### config.mk
export PLATFORM = sky130hd
export DESIGN_NAME = oahi_mod_unit
export DESIGN_NICKNAME = d
export VERILOG_FILES = /design/src/rtl/oahi_pkg.sv /design/src/rtl/oahi_mod_unit.sv
export SDC_FILE = /design/constraint.sdc
export NUM_CORES = 1
export LEC_CHECK = 0
export BUFFER_PORTS_ARGS = -buffer_cell sky130_fd_sc_hd__buf_2
export CORE_MARGIN = 10
export CORE_UTILIZATION = 30
export DETAILED_ROUTE_END_ITERATION = 10
export GPL_ROUTABILITY_DRIVEN = 0
export HOLD_SLACK_MARGIN = 0.06
export RECOVER_POWER = 50
export SLEW_MARGIN = 20
export SYNTH_ARGS = -nofsm -noshare
export SYNTH_HDL_FRONTEND = slang
export SYNTH_SLANG_ARGS = --single-unit
### constraint.sdc
create_clock -name clk -period 5.2 [get_ports clk]
set_clock_uncertainty 0.2 [all_clocks]
set_input_delay 0 -clock clk [delete_from_list [all_inputs] [get_ports clk]]
set_output_delay 0 -clock clk [all_outputs]
set_load 0.005 [all_outputs]
### src/rtl/oahi_pkg.sv
package oahi_pkg;

  localparam logic [1:0] OP_CLEAR  = 2'd0;
  localparam logic [1:0] OP_INSERT = 2'd1;
  localparam logic [1:0] OP_READ   = 2'd2;

  localparam logic [1:0] STAT_OK    = 2'd0;
  localparam logic [1:0] STAT_DUP   = 2'd1;
  localparam logic [1:0] STAT_FULL  = 2'd2;
  localparam logic [1:0] STAT_RANGE = 2'd3;

  localparam logic [1:0] CFG_SLOT_COUNT = 2'd0;
  localparam logic [1:0] CFG_HASH_SEED  = 2'd1;

  localparam logic [7:0] SLOT_COUNT_RST = 8'd255;
  localparam logic [7:0] HASH_SEED_RST  = 8'd1;
  localparam logic [7:0] PROBE_STEP_RST = 8'd1;

  localparam logic [7:0] STEP_SMALL_MAX = 8'd10;
  localparam logic [7:0] STEP_MID_MAX   = 8'd20;
  localparam logic [7:0] STEP_ODD_A     = 8'd14;
  localparam logic [7:0] STEP_ODD_B     = 8'd18;
  localparam logic [7:0] STEP_ODD_VAL   = 8'd5;
  localparam logic [7:0] DECIMAL_BASE   = 8'd10;

  localparam int SHORT_ITERS = 4;

  typedef enum logic [3:0] {
    S_IDLE,
    S_HASH,
    S_STEPMOD,
    S_PROBE,
    S_CMP,
    S_RD_WAIT,
    S_GCD_TEST,
    S_GCD
  } state_t;

  typedef struct packed {
    logic       start;
    logic       short_op;
    logic [7:0] divisor;
  } mod_req_t;

  typedef struct packed {
    logic       done;
    logic [7:0] rem;
  } mod_rsp_t;

  // v / 10 by reciprocal, exact for 8-bit v
  function automatic logic [7:0] div10(input logic [7:0] v);
    logic [15:0] p;
    p = 16'(v) * 16'd205;
    return 8'(p >> 11);
  endfunction

  function automatic logic is_mult10(input logic [7:0] v);
    logic [7:0]  q;
    logic [11:0] m;
    q = div10(v);
    m = 12'(q) * 12'(DECIMAL_BASE);
    return m == 12'(v);
  endfunction

endpackage

### src/rtl/oahi_mod_unit.sv
module oahi_mod_unit #(
  parameter int DPW = 34
) (
  input  logic              clk,
  input  logic              rst_n,
  input  oahi_pkg::mod_req_t req,
  input  logic [DPW-1:0]    dividend,
  output oahi_pkg::mod_rsp_t rsp
);
  import oahi_pkg::*;

  localparam int ITERS = DPW / 2;
  localparam int CW    = $clog2(ITERS);

  logic           active_r;
  logic           done_r;
  logic [CW-1:0]  cnt_r;
  logic [7:0]     rem_r;
  logic [7:0]     div_r;
  logic [DPW-1:0] dvd_r;

  logic [8:0] t1, r1, t2, r2;

  // two restoring remainder steps per cycle
  always_comb begin
    t1 = {rem_r, dvd_r[DPW-1]};
    r1 = (t1 >= {1'b0, div_r}) ? t1 - {1'b0, div_r} : t1;
    t2 = {r1[7:0], dvd_r[DPW-2]};
    r2 = (t2 >= {1'b0, div_r}) ? t2 - {1'b0, div_r} : t2;
  end

  always_ff @(posedge clk) begin
    if (!rst_n) begin
      active_r <= 1'b0;
      done_r   <= 1'b0;
    end else begin
      done_r <= 1'b0;
      if (req.start) begin
        active_r <= 1'b1;
        cnt_r    <= req.short_op ? CW'(SHORT_ITERS - 1) : CW'(ITERS - 1);
        rem_r    <= 8'd0;
        div_r    <= req.divisor;
        dvd_r    <= req.short_op ? {dividend[7:0], {(DPW-8){1'b0}}} : dividend;
      end else if (active_r) begin
        rem_r <= r2[7:0];
        dvd_r <= dvd_r << 2;
        cnt_r <= cnt_r - 1'b1;
        if (cnt_r == '0) begin
          active_r <= 1'b0;
          done_r   <= 1'b1;
        end
      end
    end
  end

  assign rsp.done = done_r;
  assign rsp.rem  = rem_r;

endmodule

==> reports/summary.txt <==
PostCTS Resize Cnt: 0
DRT antenna net count: 0
Setup TNS: 0 ps
Initial core utilization: 30.8%
Min Tclk post-route: 4350 ps
Row count: 37
Commonest cells in the netlist: edfxtp_1, nor2_1, a22o_1
Max Cap Viol: 1
Clock Sinks: 57
Sw frac: 32.3%
# IOs: 55
1st-iter DRT viols: 111
Clk slew on worst S/H paths: 60 ps
Worst-margin pin slew: 2060 ps
First-pass GRT wire length: 12,800 um
Final Hold Fails: 0
FF/Latch Area: 1690 um2
Vias: 2,421
Most frequent cell after synthesis: edfxtp_1
Gr usage total: 10.7%
Sequential share of power: 35.0%
Worst Path Max Fanout: 8
Die ar.: 15,100 um2
Syn_nets: 327
N_diodes: 0
CTS tree: built
Root Buffer: clkbuf_8
WP data arrival: 4180 ps
Final wirelength: 7660 um
Grt ovf: 0
Fin crit share: 83.6%
Port buffer count: 54
Net switching power: 547 uW
CTS buffer count: 9
Cell count after synthesis: 261
Max Slew Vio Count: 49
Die width: 123 um
Hold Buf Count CTS: 45
Hold/Removal Path Class: input pin to flip-flop
Mapped cell area: 3180 um2
Area delta synth->final: 33.1%
Leak: 0.00169 uW
Failing checks: max-capacitance violations, max-slew violations
Syn. warnings: 0
WS Path Type: flip-flop to flip-flop
Fmax: 230 MHz
Largest area contributor in the netlist: edfxtp_1
Clock buffer depth: 2
Post-synth EDFFs: 55
Pwr Density: 401 nW/um2
H-tree depth: 3
Main synth FF type: edfxtp_1
Synth top area share: 51.9%
Nets: 428
Filler instances: 974
Die Ht: 123 um
Crit. End Element: flip-flop
Drt via density: 4.81
Peak supply drop: 0.159 mV
Comb power frac: 38.8%
RSZ-0062 raised after global routing: false
Syn Area/Cell: 12.2 um2
Pwr Total: 1700 uW
# DRC: 0
Final setup violating endpoints: 0
HPWL after DPL: 5210 um
Antenna violations before repair: 0
Postcts setup bufs: 0
Startpoint Class: flip-flop
Pin count of the biggest net entering global routing: 49
Distinct cells, synth: 45
Layout cells sized above 1: 19.6%
Main area contributors after synthesis: edfxtp_1, ha_1, a22o_1
CP Data Required Time: 5030 ps
Multi-input logic area: 1380 um2
Internal power: 1150 uW
Clock power share: 26.2%
Clock latency on the worst-skew pair: 330 ps
CORE AREA: 10,300 um2
Vias in the first global route: 2,545
Asr flop ratio synth: 0%
First-pass DRT Iterations: 6
Routed wire length per instance: 15.2 um
Rel. slew slack: -37.7%
Synth Register Bits: 57
Share of the yosys chip area belonging to registers: 53.2%
Outcome: finished with violations
placed cells by master, fill, tap and decap left out, types with 2 or more instances in the layout:
master,instances
clkbuf_8,9
mux2_2,6
inv_1,17
clkinv_2,3
a21oi_1,14
nor2_1,29
a211oi_1,4
mux2i_1,15
a21o_1,2
xor2_1,3
o31a_1,2
nand2b_1,2
buf_2,42
a22o_1,24
clkbuf_1,13
nor3_1,5
o21bai_1,2
bufinv_16,2
nor2b_1,2
nand4_1,4
dfxtp_1,2
ha_1,18
and2_1,2
o21ai_0,6
dlygate4sd3_1,45
edfxtp_1,55
nand2_1,6
a21boi_0,2
a21oi_2,2
o21a_1,4
fa_1,2
xnor2_1,6
cell families after synthesis:
group / synth area share, %
adders and majority gates: 8.34
buffers and inverters: 3.30
and+or+nand+nor: 8.42
AOI/OAI and AO/OA: 17.4
DFF: 53.2
xor gates and xnor gates: 2.48
muxes: 6.84
power groups by stage:
| stage | registers [uW] | logic [uW] | clock network [uW] |
|---|---|---|---|
| after floorplan | 598 | 497 | 0 |
| after global placement | 601 | 624 | 0 |
| after detailed placement | 602 | 635 | 0 |
| after CTS | 593 | 665 | 457 |
| after global routing | 598 | 744 | 483 |
| final | 594 | 658 | 445 |
registers in the layout, indices dropped and copies added, names as in the netlist:
name / count
done_r: 1
rem_r: 8
dvd_r: 34
div_r: 8
active_r: 1
cnt_r: 5
per-stage QoR:
step	hold slack [ps]	std cells	cell area, um2	setup slack [ps]	util (%)
after floorplan	-101	261	3180	1280	-
after global placement	-21.0	442	3590	1030	34.8
after detailed placement	-21.3	442	3590	861	34.8
after CTS	178	503	4250	864	41.2
after global routing	185	503	4230	496	41.0
final	197	503	4230	853	41.0
layout make-up:
type / count / area share [%]
Timing Repair Buffer: 100 / 16.8
Clock inverter: 6 / 1.95
Clock buffer: 10 / 3.02
Sequential cell: 57 / 40.0
Multi-Input combinational cell: 177 / 32.7
Tap cell: 136 / 4.02
Inverter: 17 / 1.51
critical path: stages (launching register included):
cell and delay [ps]:
edfxtp_1 420, ha_1 410, o21ai_0 130, a21oi_2 250, nor2_1 80, o2111ai_2 380
mux2i_1 410, ha_1 310, nor2b_4 130, o31a_1 260, o21ai_2 150, a21oi_2 100
a211oi_4 510, mux2i_1 260, nor2_1 50
per-layer routing:
layer	vias to the layer above	routed length [um]	GRT usage (%)
met5	-	0	0
met4	0	38	3.31
met3	6	542	4.06
met2	70	3620	16.3
met1	1153	3460	13.8
li1	1192	-	-
worst paths after layout:
path / startpoint / to / slack (ps) / cells past startpoint
hold reg to reg: active_r / done_r / 310 / 1
setup / recovery: rem_r[1] / rem_r[5] / 850 / 14
hold / removal: req[4] / div_r[4] / 200 / 2
setup reg to reg: rem_r[1] / rem_r[5] / 850 / 14
Power figures use the tool's default switching activity.
